### config.mk
export PLATFORM = sky130hd
export DESIGN_NAME = string_literal_unescaper_flat
export DESIGN_NICKNAME = d
export VERILOG_FILES = /design/src/hw/rtl/sle_pkg.sv /design/src/hw/rtl/sle_req_if.sv /design/src/hw/rtl/sle_rsp_if.sv /design/src/hw/rtl/sle_front.sv /design/src/hw/rtl/sle_queue.sv /design/src/hw/rtl/sle_back.sv /design/src/hw/rtl/string_literal_unescaper.sv /design/src/flat_wrapper.sv
export SDC_FILE = /design/constraint.sdc
export NUM_CORES = 1
export LEC_CHECK = 0
export BUFFER_PORTS_ARGS = -buffer_cell sky130_fd_sc_hd__clkbuf_2
export CAP_MARGIN = 20
export CORE_AREA = 5 5 219 221
export CTS_CLUSTER_DIAMETER = 30
export CTS_CLUSTER_SIZE = 12
export DETAILED_ROUTE_END_ITERATION = 7
export DIE_AREA = 0 0 224 226
export SLEW_MARGIN = 10
export SYNTH_ARGS = -nofsm -noshare
export SYNTH_HDL_FRONTEND = slang
export SYNTH_SLANG_ARGS = --single-unit
export TNS_END_PERCENT = 1
### constraint.sdc
create_clock -name clock -period 14.7 [get_ports clock]
set_clock_uncertainty 0.15 [all_clocks]
set_input_delay 2.205 -clock clock [delete_from_list [all_inputs] [get_ports clock]]
set_output_delay 2.205 -clock clock [all_outputs]
set_load 0.02 [all_outputs]
### src/hw/rtl/sle_pkg.sv
package sle_pkg;

   localparam int COUNT_WIDTH_DEFAULT = 16;
   localparam int QUEUE_DEPTH_DEFAULT = 4;
   localparam int MAX_SLOTS           = 5;
   localparam int SLOT_IDX_WIDTH      = $clog2(MAX_SLOTS);

   localparam logic [1:0] ERR_NONE    = 2'd0;
   localparam logic [1:0] ERR_TRUNC   = 2'd1;
   localparam logic [1:0] ERR_UNKNOWN = 2'd2;

   localparam logic [7:0] CH_QUOTE     = 8'h22;
   localparam logic [7:0] CH_APOS      = 8'h27;
   localparam logic [7:0] CH_QUESTION  = 8'h3F;
   localparam logic [7:0] CH_BACKSLASH = 8'h5C;
   localparam logic [7:0] CH_ZERO      = 8'h30;
   localparam logic [7:0] CH_NINE      = 8'h39;
   localparam logic [7:0] CH_LC_A      = 8'h61;
   localparam logic [7:0] CH_LC_B      = 8'h62;
   localparam logic [7:0] CH_LC_F      = 8'h66;
   localparam logic [7:0] CH_LC_N      = 8'h6E;
   localparam logic [7:0] CH_LC_R      = 8'h72;
   localparam logic [7:0] CH_LC_T      = 8'h74;
   localparam logic [7:0] CH_LC_U      = 8'h75;
   localparam logic [7:0] CH_LC_V      = 8'h76;
   localparam logic [7:0] CH_LC_X      = 8'h78;
   localparam logic [7:0] CH_UC_A      = 8'h41;
   localparam logic [7:0] CH_UC_F      = 8'h46;
   localparam logic [7:0] CH_UC_U      = 8'h55;

   typedef enum logic [1:0] {
      PH_NORMAL = 2'd0,
      PH_ESCAPE = 2'd1,
      PH_DIGITS = 2'd2,
      PH_UTF8   = 2'd3
   } phase_type;

   typedef struct packed {
      logic [7:0] data;
      logic [1:0] err;
   } slot_type;

   // one decoded input byte: up to MAX_SLOTS result transactions
   typedef struct packed {
      logic [SLOT_IDX_WIDTH-1:0]  nslots;
      logic                       end_mark;
      logic [15:0]                count;
      slot_type [MAX_SLOTS-1:0]   slot;
   } cmd_type;

endpackage

### src/hw/rtl/sle_req_if.sv
interface sle_req_if;
   logic       valid;
   logic       ready;
   logic [7:0] in_byte;

   modport source (output valid, output in_byte, input ready);
   modport sink   (input valid, input in_byte, output ready);
endinterface

### src/hw/rtl/sle_rsp_if.sv
interface sle_rsp_if;
   logic        valid;
   logic        ready;
   logic [7:0]  out_byte;
   logic        kind;
   logic [15:0] char_count;
   logic [1:0]  error_code;
   logic        last;

   modport source (output valid, output out_byte, output kind, output char_count,
                   output error_code, output last, input ready);
   modport sink   (input valid, input out_byte, input kind, input char_count,
                   input error_code, input last, output ready);
endinterface

### src/hw/rtl/sle_front.sv
module sle_front
   import sle_pkg::*;
#(
   parameter int COUNT_WIDTH = COUNT_WIDTH_DEFAULT
) (
   input  logic       clock,
   input  logic       reset,
   input  logic       wide_mode,
   input  logic       in_valid,
   input  logic [7:0] in_byte,
   output logic       in_ready,
   output logic       cmd_valid,
   output cmd_type    cmd,
   input  logic       cmd_ready
);

   phase_type              phase_ff, phase_in;
   logic [3:0]             limit_ff, limit_in;
   logic [3:0]             seen_ff, seen_in;
   logic                   hex_ff, hex_in;
   logic [31:0]            accum_ff, accum_in;
   logic [1:0]             left_ff, left_in;
   logic                   multi_ff, multi_in;
   logic [COUNT_WIDTH-1:0] chars_ff, chars_in;

   logic                   accept;
   logic                   is_dec;
   logic                   nb_end, nb_esc, nb_lead;
   logic [1:0]             lead_left;
   logic [31:0]            lead_accum;
   logic                   esc_digit;
   logic [3:0]             eff_limit, eff_seen, seen_new;
   logic                   eff_hex, eff_multi;
   logic [31:0]            eff_accum, acc_new;
   logic [4:0]             dig_val;
   logic                   dig_ok;
   logic                   digit_go, run_normal;
   logic                   c1_v, c1_enc, c2_v, end_v;
   logic [31:0]            c1_code;
   logic [1:0]             c1_err;
   logic [7:0]             enc_byte [MAX_SLOTS];
   logic [SLOT_IDX_WIDTH-1:0] n1, n1_eff, c2_pos;
   logic [COUNT_WIDTH-1:0] cnt1, cnt2;
   logic [31:0]            cnt_ext;

   assign accept   = in_valid && in_ready;
   assign in_ready = cmd_ready;

   // classify the byte: decimal digit, closing quote, backslash or UTF-8 lead byte (wide mode)
   assign is_dec  = (in_byte >= CH_ZERO) && (in_byte <= CH_NINE);
   assign nb_end  = in_byte == CH_QUOTE;
   assign nb_esc  = in_byte == CH_BACKSLASH;
   assign nb_lead = wide_mode && in_byte[7];

   always_comb begin
      if (in_byte[7:5] == 3'b110) begin
         lead_left  = 2'd1;
         lead_accum = {27'd0, in_byte[4:0]};
      end else if (in_byte[7:4] == 4'b1110) begin
         lead_left  = 2'd2;
         lead_accum = {28'd0, in_byte[3:0]};
      end else begin
         lead_left  = 2'd3;
         lead_accum = {29'd0, in_byte[2:0]};
      end
   end

   // a decimal digit after a backslash opens an octal run on a fresh state
   assign esc_digit = (phase_ff == PH_ESCAPE) && is_dec;
   assign eff_limit = esc_digit ? 4'd3 : limit_ff;
   assign eff_seen  = esc_digit ? 4'd0 : seen_ff;
   assign eff_hex   = esc_digit ? 1'b0 : hex_ff;
   assign eff_multi = esc_digit ? 1'b0 : multi_ff;
   assign eff_accum = esc_digit ? 32'd0 : accum_ff;

   always_comb begin
      if (is_dec)
         dig_val = {1'b0, in_byte[3:0]};
      else if (eff_hex && in_byte >= CH_LC_A && in_byte <= CH_LC_F)
         dig_val = 5'(in_byte - CH_LC_A + 8'd10);
      else if (eff_hex && in_byte >= CH_UC_A && in_byte <= CH_UC_F)
         dig_val = 5'(in_byte - CH_UC_A + 8'd10);
      else
         dig_val = 5'd16;
   end

   assign dig_ok   = eff_hex ? (dig_val < 5'd16) : (dig_val < 5'd8);
   assign acc_new  = eff_hex ? {eff_accum[27:0], dig_val[3:0]}
                             : {eff_accum[28:0], dig_val[2:0]};
   assign seen_new = eff_seen + 4'd1;

   always_comb begin
      phase_in   = phase_ff;
      limit_in   = limit_ff;
      seen_in    = seen_ff;
      hex_in     = hex_ff;
      accum_in   = accum_ff;
      left_in    = left_ff;
      multi_in   = multi_ff;
      c1_v       = 1'b0;
      c1_code    = 32'd0;
      c1_enc     = wide_mode;
      c1_err     = ERR_NONE;
      c2_v       = 1'b0;
      end_v      = 1'b0;
      digit_go   = 1'b0;
      run_normal = 1'b0;

      unique case (phase_ff)
         PH_NORMAL: begin
            run_normal = 1'b1;
         end
         PH_ESCAPE: begin
            phase_in = PH_NORMAL;
            if (is_dec) begin
               digit_go = 1'b1;
            end else begin
               unique case (in_byte)
                  CH_LC_A: begin c1_v = 1'b1; c1_code = 32'd7;  end
                  CH_LC_B: begin c1_v = 1'b1; c1_code = 32'd8;  end
                  CH_LC_F: begin c1_v = 1'b1; c1_code = 32'd12; end
                  CH_LC_N: begin c1_v = 1'b1; c1_code = 32'd10; end
                  CH_LC_R: begin c1_v = 1'b1; c1_code = 32'd13; end
                  CH_LC_T: begin c1_v = 1'b1; c1_code = 32'd9;  end
                  CH_LC_V: begin c1_v = 1'b1; c1_code = 32'd11; end
                  CH_LC_U: begin
                     phase_in = PH_DIGITS; limit_in = 4'd4; seen_in = 4'd0;
                     hex_in = 1'b1; multi_in = 1'b1; accum_in = 32'd0;
                  end
                  CH_UC_U: begin
                     phase_in = PH_DIGITS; limit_in = 4'd8; seen_in = 4'd0;
                     hex_in = 1'b1; multi_in = 1'b1; accum_in = 32'd0;
                  end
                  CH_LC_X: begin
                     phase_in = PH_DIGITS; limit_in = 4'd2; seen_in = 4'd0;
                     hex_in = 1'b1; multi_in = 1'b0; accum_in = 32'd0;
                  end
                  CH_APOS, CH_QUOTE, CH_QUESTION, CH_BACKSLASH: begin
                     c1_v    = 1'b1;
                     c1_code = {24'd0, in_byte};
                  end
                  default: begin
                     c1_v    = 1'b1;
                     c1_code = {24'd0, in_byte};
                     c1_err  = ERR_UNKNOWN;
                  end
               endcase
            end
         end
         PH_DIGITS: begin
            digit_go = 1'b1;
         end
         PH_UTF8: begin
            c1_enc = 1'b1;
            if (in_byte[7:6] != 2'b10) begin
               phase_in = PH_NORMAL;
               c1_v     = 1'b1;
               end_v    = nb_end;
            end else begin
               accum_in = {11'd0, accum_ff[14:0], in_byte[5:0]};
               left_in  = left_ff - 2'd1;
               if (left_ff == 2'd1) begin
                  phase_in = PH_NORMAL;
                  c1_v     = 1'b1;
                  c1_code  = {11'd0, accum_ff[14:0], in_byte[5:0]};
               end
            end
         end
         default: begin
            run_normal = 1'b1;
         end
      endcase

      if (digit_go) begin
         limit_in = eff_limit;
         hex_in   = eff_hex;
         multi_in = eff_multi;
         c1_enc   = wide_mode || eff_multi;
         if (dig_ok) begin
            accum_in = acc_new;
            seen_in  = seen_new;
            phase_in = PH_DIGITS;
            if (seen_new >= eff_limit) begin
               phase_in = PH_NORMAL;
               c1_v     = 1'b1;
               c1_code  = acc_new;
            end
         end else begin
            accum_in   = eff_accum;
            seen_in    = eff_seen;
            c1_v       = 1'b1;
            c1_code    = eff_accum;
            c1_err     = ERR_TRUNC;
            run_normal = 1'b1;
         end
      end

      if (run_normal) begin
         phase_in = PH_NORMAL;
         if (nb_end) begin
            end_v = 1'b1;
         end else if (nb_esc) begin
            phase_in = PH_ESCAPE;
         end else if (nb_lead) begin
            multi_in = 1'b1;
            left_in  = lead_left;
            accum_in = lead_accum;
            phase_in = PH_UTF8;
         end else begin
            c2_v = 1'b1;
         end
      end
   end

   // encode the escaped or decoded character
   always_comb begin
      for (int i = 0; i < MAX_SLOTS; i++)
         enc_byte[i] = 8'd0;
      if (!c1_enc || c1_code < 32'h80) begin
         n1          = SLOT_IDX_WIDTH'(1);
         enc_byte[0] = c1_code[7:0];
      end else if (c1_code < 32'h800) begin
         n1          = SLOT_IDX_WIDTH'(2);
         enc_byte[0] = 8'hC0 | c1_code[13:6];
         enc_byte[1] = {2'b10, c1_code[5:0]};
      end else if (c1_code < 32'h10000) begin
         n1          = SLOT_IDX_WIDTH'(3);
         enc_byte[0] = 8'hE0 | c1_code[19:12];
         enc_byte[1] = {2'b10, c1_code[11:6]};
         enc_byte[2] = {2'b10, c1_code[5:0]};
      end else begin
         n1          = SLOT_IDX_WIDTH'(4);
         enc_byte[0] = 8'hF0 | c1_code[25:18];
         enc_byte[1] = {2'b10, c1_code[17:12]};
         enc_byte[2] = {2'b10, c1_code[11:6]};
         enc_byte[3] = {2'b10, c1_code[5:0]};
      end
   end

   assign n1_eff = c1_v ? n1 : '0;
   assign c2_pos = n1_eff;

   // saturating character count, end marker reports the count after this byte
   assign cnt1    = (c1_v && !(&chars_ff)) ? chars_ff + 1'b1 : chars_ff;
   assign cnt2    = (c2_v && !(&cnt1)) ? cnt1 + 1'b1 : cnt1;
   assign chars_in = end_v ? '0 : cnt2;
   assign cnt_ext = 32'(cnt2);

   always_comb begin
      cmd.nslots   = n1_eff + SLOT_IDX_WIDTH'(c2_v) + SLOT_IDX_WIDTH'(end_v);
      cmd.end_mark = end_v;
      cmd.count    = cnt_ext[15:0];
      for (int i = 0; i < MAX_SLOTS; i++) begin
         if (SLOT_IDX_WIDTH'(i) < n1_eff) begin
            cmd.slot[i].data = enc_byte[i];
            cmd.slot[i].err  = c1_err;
         end else if (c2_v && SLOT_IDX_WIDTH'(i) == c2_pos) begin
            cmd.slot[i].data = in_byte;
            cmd.slot[i].err  = ERR_NONE;
         end else begin
            cmd.slot[i].data = 8'd0;
            cmd.slot[i].err  = ERR_NONE;
         end
      end
   end

   assign cmd_valid = in_valid && (cmd.nslots != '0);

   always_ff @(posedge clock) begin
      if (reset) begin
         phase_ff <= PH_NORMAL;
         limit_ff <= 4'd0;
         seen_ff  <= 4'd0;
         hex_ff   <= 1'b0;
         accum_ff <= 32'd0;
         left_ff  <= 2'd0;
         multi_ff <= 1'b0;
         chars_ff <= '0;
      end else if (accept) begin
         phase_ff <= phase_in;
         limit_ff <= limit_in;
         seen_ff  <= seen_in;
         hex_ff   <= hex_in;
         accum_ff <= accum_in;
         left_ff  <= left_in;
         multi_ff <= multi_in;
         chars_ff <= chars_in;
      end
   end

endmodule

### src/hw/rtl/sle_queue.sv
module sle_queue
   import sle_pkg::*;
#(
   parameter int DEPTH = QUEUE_DEPTH_DEFAULT
) (
   input  logic    clock,
   input  logic    reset,
   input  logic    push_valid,
   input  cmd_type push_data,
   output logic    push_ready,
   output logic    pop_valid,
   output cmd_type pop_data,
   input  logic    pop_ready
);

   localparam int PTR_WIDTH = (DEPTH > 1) ? $clog2(DEPTH) : 1;
   localparam int CNT_WIDTH = $clog2(DEPTH + 1);

   cmd_type                store_ff [DEPTH];
   logic [PTR_WIDTH-1:0]   wr_ptr_ff, wr_ptr_in;
   logic [PTR_WIDTH-1:0]   rd_ptr_ff, rd_ptr_in;
   logic [CNT_WIDTH-1:0]   fill_ff, fill_in;
   logic                   do_push, do_pop;

   assign push_ready = fill_ff != CNT_WIDTH'(DEPTH);
   assign pop_valid  = fill_ff != '0;
   assign pop_data   = store_ff[rd_ptr_ff];
   assign do_push    = push_valid && push_ready;
   assign do_pop     = pop_valid && pop_ready;

   always_comb begin
      wr_ptr_in = wr_ptr_ff;
      rd_ptr_in = rd_ptr_ff;
      fill_in   = fill_ff;
      if (do_push)
         wr_ptr_in = (wr_ptr_ff == PTR_WIDTH'(DEPTH - 1)) ? '0 : wr_ptr_ff + 1'b1;
      if (do_pop)
         rd_ptr_in = (rd_ptr_ff == PTR_WIDTH'(DEPTH - 1)) ? '0 : rd_ptr_ff + 1'b1;
      if (do_push && !do_pop)
         fill_in = fill_ff + 1'b1;
      else if (do_pop && !do_push)
         fill_in = fill_ff - 1'b1;
   end

   always_ff @(posedge clock) begin
      if (do_push)
         store_ff[wr_ptr_ff] <= push_data;
   end

   always_ff @(posedge clock) begin
      if (reset) begin
         wr_ptr_ff <= '0;
         rd_ptr_ff <= '0;
         fill_ff   <= '0;
      end else begin
         wr_ptr_ff <= wr_ptr_in;
         rd_ptr_ff <= rd_ptr_in;
         fill_ff   <= fill_in;
      end
   end

endmodule

### src/hw/rtl/sle_back.sv
module sle_back
   import sle_pkg::*;
(
   input  logic        clock,
   input  logic        reset,
   input  logic        cmd_valid,
   input  cmd_type     cmd,
   output logic        cmd_ready,
   output logic        out_valid,
   input  logic        out_ready,
   output logic [7:0]  out_byte,
   output logic        out_kind,
   output logic [15:0] out_count,
   output logic [1:0]  out_err,
   output logic        out_last
);

   cmd_type                   cur_ff;
   logic                      cur_valid_ff;
   logic [SLOT_IDX_WIDTH-1:0] idx_ff;
   logic                      fire, is_last;

   assign fire      = cur_valid_ff && out_ready;
   assign is_last   = idx_ff == (cur_ff.nslots - 1'b1);
   assign cmd_ready = !cur_valid_ff || (fire && is_last);

   assign out_valid = cur_valid_ff;
   assign out_kind  = cur_ff.end_mark && is_last;
   assign out_byte  = out_kind ? 8'd0 : cur_ff.slot[idx_ff].data;
   assign out_count = out_kind ? cur_ff.count : 16'd0;
   assign out_err   = out_kind ? ERR_NONE : cur_ff.slot[idx_ff].err;
   assign out_last  = is_last;

   always_ff @(posedge clock) begin
      if (cmd_valid && cmd_ready)
         cur_ff <= cmd;
   end

   always_ff @(posedge clock) begin
      if (reset) begin
         cur_valid_ff <= 1'b0;
         idx_ff       <= '0;
      end else if (cmd_valid && cmd_ready) begin
         cur_valid_ff <= 1'b1;
         idx_ff       <= '0;
      end else if (fire && is_last) begin
         cur_valid_ff <= 1'b0;
      end else if (fire) begin
         idx_ff <= idx_ff + 1'b1;
      end
   end

   a_idx_in_range: assert property (@(posedge clock) disable iff (reset)
      cur_valid_ff |-> (idx_ff < cur_ff.nslots))
      else $error("slot index beyond transaction count");

   a_no_empty_cmd: assert property (@(posedge clock) disable iff (reset)
      cur_valid_ff |-> (cur_ff.nslots != '0))
      else $error("empty command reached the sequencer");

   a_advance: assert property (@(posedge clock) disable iff (reset)
      (fire && !is_last) |=> (cur_valid_ff && idx_ff == $past(idx_ff) + 1'b1))
      else $error("sequencer failed to advance");

endmodule

### src/hw/rtl/string_literal_unescaper.sv
// Channel   Direction  Payload                                          Handshake
// req_chan  in         in_byte[7:0]                                     valid/ready
// rsp_chan  out        out_byte, kind, char_count, error_code, last     valid/ready
// csr       in         csr_wr_data = wide_mode                          csr_wr_en
//
// One source byte is taken per cycle while the command queue has room. Each byte
// gives 0 to 5 result transactions, sent by the back sequencer one per cycle while
// rsp_chan is ready, so the output side sets the rate; a multi-byte character holds
// the input only after the queue fills. Results are registered in the queue and in sle_back.
// Reset is synchronous and clears decoder state, queue pointers and wide_mode.
// A stalled rsp_chan holds the current result and lets the queue absorb bytes.
module string_literal_unescaper
   import sle_pkg::*;
#(
   parameter int COUNT_WIDTH = COUNT_WIDTH_DEFAULT,
   parameter int QUEUE_DEPTH = QUEUE_DEPTH_DEFAULT
) (
   input  logic clock,
   input  logic reset,
   input  logic csr_wr_en,
   input  logic csr_wr_data,
   sle_req_if.sink   req_chan,
   sle_rsp_if.source rsp_chan
);

   logic    wide_ff;
   logic    fq_valid, fq_ready;
   cmd_type fq_cmd;
   logic    qb_valid, qb_ready;
   cmd_type qb_cmd;

   // hold wide_mode; the user must write it only while idle, the block does not enforce this
   always_ff @(posedge clock) begin
      if (reset)
         wide_ff <= 1'b0;
      else if (csr_wr_en)
         wide_ff <= csr_wr_data;
   end

   // front: decode escapes and UTF-8, build one command per source byte that yields results
   sle_front #(
      .COUNT_WIDTH (COUNT_WIDTH)
   ) u_front (
      .clock     (clock),
      .reset     (reset),
      .wide_mode (wide_ff),
      .in_valid  (req_chan.valid),
      .in_byte   (req_chan.in_byte),
      .in_ready  (req_chan.ready),
      .cmd_valid (fq_valid),
      .cmd       (fq_cmd),
      .cmd_ready (fq_ready)
   );

   // decouple decode from result delivery
   sle_queue #(
      .DEPTH (QUEUE_DEPTH)
   ) u_queue (
      .clock      (clock),
      .reset      (reset),
      .push_valid (fq_valid),
      .push_data  (fq_cmd),
      .push_ready (fq_ready),
      .pop_valid  (qb_valid),
      .pop_data   (qb_cmd),
      .pop_ready  (qb_ready)
   );

   // back: advance through the command's slots, one transaction per cycle while rsp_chan is ready
   sle_back u_back (
      .clock     (clock),
      .reset     (reset),
      .cmd_valid (qb_valid),
      .cmd       (qb_cmd),
      .cmd_ready (qb_ready),
      .out_valid (rsp_chan.valid),
      .out_ready (rsp_chan.ready),
      .out_byte  (rsp_chan.out_byte),
      .out_kind  (rsp_chan.kind),
      .out_count (rsp_chan.char_count),
      .out_err   (rsp_chan.error_code),
      .out_last  (rsp_chan.last)
   );

endmodule
### src/flat_wrapper.sv
// flat-port wrapper written by rule: the top's interface ports become plain ports
module string_literal_unescaper_flat import sle_pkg::*;
#(
   parameter int COUNT_WIDTH = COUNT_WIDTH_DEFAULT,
   parameter int QUEUE_DEPTH = QUEUE_DEPTH_DEFAULT
)
  (clock, reset, csr_wr_en, csr_wr_data, req_chan_valid, req_chan_in_byte, req_chan_ready, rsp_chan_valid, rsp_chan_out_byte, rsp_chan_kind, rsp_chan_char_count, rsp_chan_error_code, rsp_chan_last, rsp_chan_ready);
  sle_req_if req_chan_i ();
  sle_rsp_if rsp_chan_i ();
  input  logic clock;
  input  logic reset;
  input  logic csr_wr_en;
  input  logic csr_wr_data;
  input wire logic [$bits(req_chan_i.valid)-1:0] req_chan_valid;
  input wire logic [$bits(req_chan_i.in_byte)-1:0] req_chan_in_byte;
  output wire logic [$bits(req_chan_i.ready)-1:0] req_chan_ready;
  output wire logic [$bits(rsp_chan_i.valid)-1:0] rsp_chan_valid;
  output wire logic [$bits(rsp_chan_i.out_byte)-1:0] rsp_chan_out_byte;
  output wire logic [$bits(rsp_chan_i.kind)-1:0] rsp_chan_kind;
  output wire logic [$bits(rsp_chan_i.char_count)-1:0] rsp_chan_char_count;
  output wire logic [$bits(rsp_chan_i.error_code)-1:0] rsp_chan_error_code;
  output wire logic [$bits(rsp_chan_i.last)-1:0] rsp_chan_last;
  input wire logic [$bits(rsp_chan_i.ready)-1:0] rsp_chan_ready;
  assign req_chan_i.valid = req_chan_valid;
  assign req_chan_i.in_byte = req_chan_in_byte;
  assign req_chan_ready = req_chan_i.ready;
  assign rsp_chan_valid = rsp_chan_i.valid;
  assign rsp_chan_out_byte = rsp_chan_i.out_byte;
  assign rsp_chan_kind = rsp_chan_i.kind;
  assign rsp_chan_char_count = rsp_chan_i.char_count;
  assign rsp_chan_error_code = rsp_chan_i.error_code;
  assign rsp_chan_last = rsp_chan_i.last;
  assign rsp_chan_i.ready = rsp_chan_ready;
  string_literal_unescaper #(.COUNT_WIDTH(COUNT_WIDTH), .QUEUE_DEPTH(QUEUE_DEPTH)) u_core (.clock(clock), .reset(reset), .csr_wr_en(csr_wr_en), .csr_wr_data(csr_wr_data), .req_chan(req_chan_i), .rsp_chan(rsp_chan_i));
endmodule
**Yosys cells after proc, flatten, opt, wreduce, memory -nomap -nowiden**

Memory sizes are Yosys's and may differ from the RTL's. A register that Yosys moved wholly into a read port is not among the register bits.
Index checks and enable logic that the tools add are counted.

- Mux-type cells: 135
- $lt $le $gt $ge: 18
- $add $sub $neg: 16
- Bitwise gates (word level): 1
- Reduce and logical (&&, ||, !) cells: 50
- Equal/unequal tests: 30

Operators with widths:

| cell | count |
|---|---|
| $mux W32 | 15 |
| $mux W10 | 11 |
| $eq A8 B7 Y1 const B | 11 |
| $mux W16 | 5 |
| $pmux W32 S2 | 1 |
| $pmux W8 S8 | 1 |
| $mux W21 | 3 |
| $mux W2 | 26 |
| $mux W4 | 11 |
| $pmux W21 S2 | 1 |
| $mux W1 | 40 |
| $add A16 B1 Y16 const B | 2 |
| $lt A32 B12 Y1 const B | 1 |
| $lt A32 B17 Y1 const B | 1 |
| $lt A32 B8 Y1 const B | 1 |
| $mux W8 | 4 |
| $reduce_and A16 Y1 | 2 |
| $bmux W10 S3 | 1 |
| $eq A8 B6 Y1 const B | 3 |
| $mux W24 | 1 |
| $logic_and A1 B1 Y1 | 23 |
| $mux W3 | 6 |
| $ge A8 B7 Y1 const B | 2 |
| $le A8 B7 Y1 const B | 2 |
| other kinds (46) | 76 |

- Bits in writable memories: 280
- Memories kept: 1
- Register bits after elaboration: 74
- Bits of input ports: 14
- Output and inout bits: 30

Memory list:

| memory | depth | bits a word | read ports | clocked after memory_dff | write ports | RTL line | RTL |
|---|---|---|---|---|---|---|---|
| u_core.u_queue.store_ff | 4 | 70 | 1 | 1 | 1 | sle_queue.sv:19 | `cmd_type store_ff [DEPTH];` |

**Logic depth before layout (Yosys ltp)**

- Word-level depth: 27
- Gate-level depth with buffers: 35
- Mapped depth without buffers: 31

**Hierarchy**

From an unflattened synthesis, not the netlist that was laid out.

- Cell total of the unflattened synthesis: 1,539
- Area total of the unflattened synthesis: 20,191.9 um^2

Modules (own cells, without submodules):

| module | cells an instance | sequential area each (um^2) | instances | area each (um^2) |
|---|---|---|---|---|
| sle_queue | 414 | 8,588.2 | 1 | 10,546.4 |
| sle_front | 966 | 1,241.2 | 1 | 6,695.2 |
| sle_back | 156 | 2,182.1 | 1 | 2,916.5 |
| string_literal_unescaper | 3 | 20.0 | 1 | 33.8 |

**Worst setup path before layout**

Ideal clock, no wire load.

- Kind: input port to flip-flop
- Start: in req_chan_in_byte[1]
- End: mem u_core.u_queue.store_ff[3][0] (netlist bit), enable pin
- Path buffers: 4
- Data required time: 14,114 ps
- Cell stages on the path: 28
- Setup time: 436 ps
- Slack: 4,842 ps
- Arrival time: 9,272 ps
- Cells stage by stage: clkbuf_1 > inv_1 > ha_1 > nor3b_2 > nor4_1 > clkbuf_1 > nor2b_1 > ha_1 > ha_1 > o21a_1 > o21ai_0 > o2bb2ai_1 > clkbuf_1 > or3_1 > a21oi_1 > a21oi_1 > nand3_2 > or2_1 > o21ai_4 > clkbuf_1 > o21ai_1 > fa_1 > inv_1 > ha_1 > xor2_2 > o31ai_2 > inv_1 > and2_1

RTL lines:

| what | RTL line | RTL |
|---|---|---|
| start, declared | flat_wrapper.sv:15 | `input wire logic [$bits(req_chan_i.in_byte)-1:0] req_chan_in_byte;` |
| end, declared | sle_queue.sv:19 |  |

==> flow_summary.toml <==
[status]
status = "completed"

[detailed_routing]
routed_wl_um = 51000
final_antenna_net_count = 0
route.layer.met1.wl_um = 23300
met2WireLength_um = 23200
drc = 0
dr_wl_met3_um = 3390
drt_iter0_drc = 1376
top_layer = "met4"
via_per_inst = 5.92
post_drt_wl_per_cell_um = 22.0
num_vias = 13700
dr.pass1.iters = 5

[setup_path]
end_kind = "flip-flop"
crit_family = "simple AND/OR/NAND/NOR gates"
path_class = "in -> reg"
cp.required_ns = 14.79
cpMostUsedCell = "ha_1"
critPathLaunchType = "primary input"
critPathBufInv = 7
crit_arrival_ns = 9.95
cp_max_fo = 36
cpMaxStageDelayCell = "o21ai_4"
crit_path_max_incr_delay_ns = 0.66

[logic_synthesis]
synth_top_area_frac = 0.519
ys_async_sr_fraction = 0
syn_area_sq_um = 20200
yosys.area_share.adder = 0.0174
synth_common_cells = "edfxtp_1, nor2_1, nand2_1, clkbuf_1, mux4_2"
synthDistinctLibCells = 93
ys_warn_count = 0
syn_inst = 1576
synth_compound_area_frac = 0.113
synth-edff-count = 350
yosysMostFrequentCell = "edfxtp_1"
synth-simple-area-share = 0.120
ys.flop_type = "edfxtp_1"
avgSynthCellArea_sq_um = 12.8
synth.largest_area_cell = "edfxtp_1"
ys_ff_latch = 424
synthXorXnorAreaFrac = 0.0138
ys_seq_area_frac = 0.592
synth.area.top_cells = "edfxtp_1, mux4_2, dfxtp_1, nor2_1, nand2_1"
muxShareOfSynthArea = 0.113
synth_top_family_by_area = "simple AND/OR/NAND/NOR gates"

[timing]
finalCritPeriodShare = 0.671
maxSlewViolCount = 0
tns_ns = 0
fin_crit_ns = 9.86
relSlewSlack = 0.304
setup_violations = 0
fmax_mhz = 101
rsz0062_at_grt = "no"
holdWs_ns = 0.334
hold_violations = 0
tightest_slew_ns = 1.04

[cells_and_area]
seq_area_sq_um = 12000
design_area_sq_um = 24100
drive_gt1_frac = 0.213
fillCellCount = 3859
syn_to_final_growth_pct = 19.0
multi_input_area_sq_um = 7710
num-nets-final = 1677
fin_util = 0.524

[grt]
grt_max_degree = 73
track_usage = 0.202
antenna_found_initial = 1
grt_pass1_vias = 13500
grt_pass1_wl_um = 80000
overflow = 0

[clock_network]
holdBufCountCts = 0
cts_resized = 0
cts_max_level = 3
cts_sinks = 424
cts_buffer_depth = 3
clk_latency_ns = 0.61
cts_made_buffers = 87
cts_setup_buffers = 0
clkTransAtPathRegs_ns = 0.04
cts_tree = "yes"
cts-root-buf = "clkbuf_16"

[die]
die_height_um = 226
fp-row-count = 79
io_pins = 44
core_sq_um = 46000
die_w_um = 224
initial_utilization = 0.440
die_area_sq_um = 50600

[placed_design]
dpl_cell_area_sq_um = 21000
numPortBuffers = 43
gp_congestion = 0.943
place_hpwl_um = 33100

[pwr]
leakage_nw = 8.13
power_density_nw_per_um2 = 185
peakVddDrop_mv = 0.118

[hold_path]
hold_path.class = "reg -> reg"

[job]
cap_violations = 0
-- cell usage in the layout (no fill, tap or decap), types with 9 or more instances in the layout --
cell type  netlist  routed
a211oi_1        17      17
a21oi_1         78      77
a221oi_1        12      12
a22o_1          15      15
a22oi_1         47      47
a31oi_1         11      11
and2_1          18      14
and3_1          33      33
buf_4            2      27
clkbuf_16        0      88
clkbuf_2         0      44
clkinv_1         1       9
clkinv_2         0      20
clkinv_4         0      11
dfxtp_1         74      72
edfxtp_1       350     350
ha_1            25      25
inv_1           35      35
mux2_2          16      16
mux2i_1         31      31
mux4_2          80      80
nand2_1        108     108
nand3_1         29      29
nand4_1         11      11
nor2_1         154     154
nor3_1          45      44
o21ai_0         51      51
o21ai_1         15      15
o22ai_1          9       9
or3_1           16      16
xnor2_1         20      20
xor2_1          10      10
-- registers in the layout (all words and copies together), names as in the netlist --
signal	cells
u_core.u_back.idx_ff	3
u_core.u_queue.store_ff	280
u_core.u_back.cur_ff	70
u_core.u_queue.fill_ff	3
u_core.wide_ff	1
u_core.u_front.accum_ff	32
u_core.u_front.chars_ff	16
u_core.u_front.left_ff	2
u_core.u_front.hex_ff	1
u_core.u_front.limit_ff	4
u_core.u_queue.rd_ptr_ff	2
u_core.u_front.phase_ff	2
u_core.u_queue.wr_ptr_ff	2
u_core.u_back.out_valid	1
u_core.u_front.seen_ff	4
u_core.u_front.multi_ff	1
-- path summary, 6_finish.rpt --
check	cells after the start	slack, ns	endpoint	startpoint
worst min-delay path	2	0.33	u_core.u_front.limit_ff[0]	u_core.u_front.limit_ff[0]
worst max register to register	27	6.40	u_core.u_queue.store_ff[3][36]	u_core.u_front.phase_ff[0]
worst max-delay path	29	4.84	u_core.u_queue.store_ff[3][36]	req_chan_in_byte[1]
worst min register to register	2	0.33	u_core.u_front.limit_ff[0]	u_core.u_front.limit_ff[0]
-- per-stage QoR --
step	setup WS [ns]	instances	total power [mW]
after floorplan	4.84	1583	2.29
after global placement	4.40	2149	2.53
after detailed placement	4.23	2149	2.56
after CTS	4.87	2312	4.49
after global routing	4.29	2317	4.65
final	4.84	2318	4.45
-- area by class of cell --
class	count	share of cell area
antenna	1	0.000104
tap	607	0.0315
inverter	37	0.00577
clock buffer	100	0.0954
clock inverter	63	0.0282
sequential	424	0.498
multi-input combinational	1012	0.320
timing repair buffer	74	0.0204
-- cell families after synthesis --
kind of cell	after synthesis
compound gates	337
xor+xnor	31
fa+ha+maj	27
buf+inv	147
flops	424
mux	127
other cells	1
simple gates	482
-- layer usage --
layer	global-route usage	up-vias
li1	-	6272
met1	0.297	6879
met2	0.306	485
met3	0.0459	83
met4	0.0565	0
met5	0	-
-- report_power, final --
part / leakage (nW) / switching, mW / internal, mW / total (mW)
Sequential: 3.81 / 0.101 / 1.59 / 1.69
Combinational: 2.88 / 0.496 / 0.344 / 0.840
Clock: 1.44 / 0.652 / 1.27 / 1.92
-- tightest hold or removal path: stages (launching register included) --
cell	delay, ns
dfxtp_1	0.31
nand2b_1	0.06
a21oi_1	0.06
No activity file was read; power rests on OpenSTA's default activity.
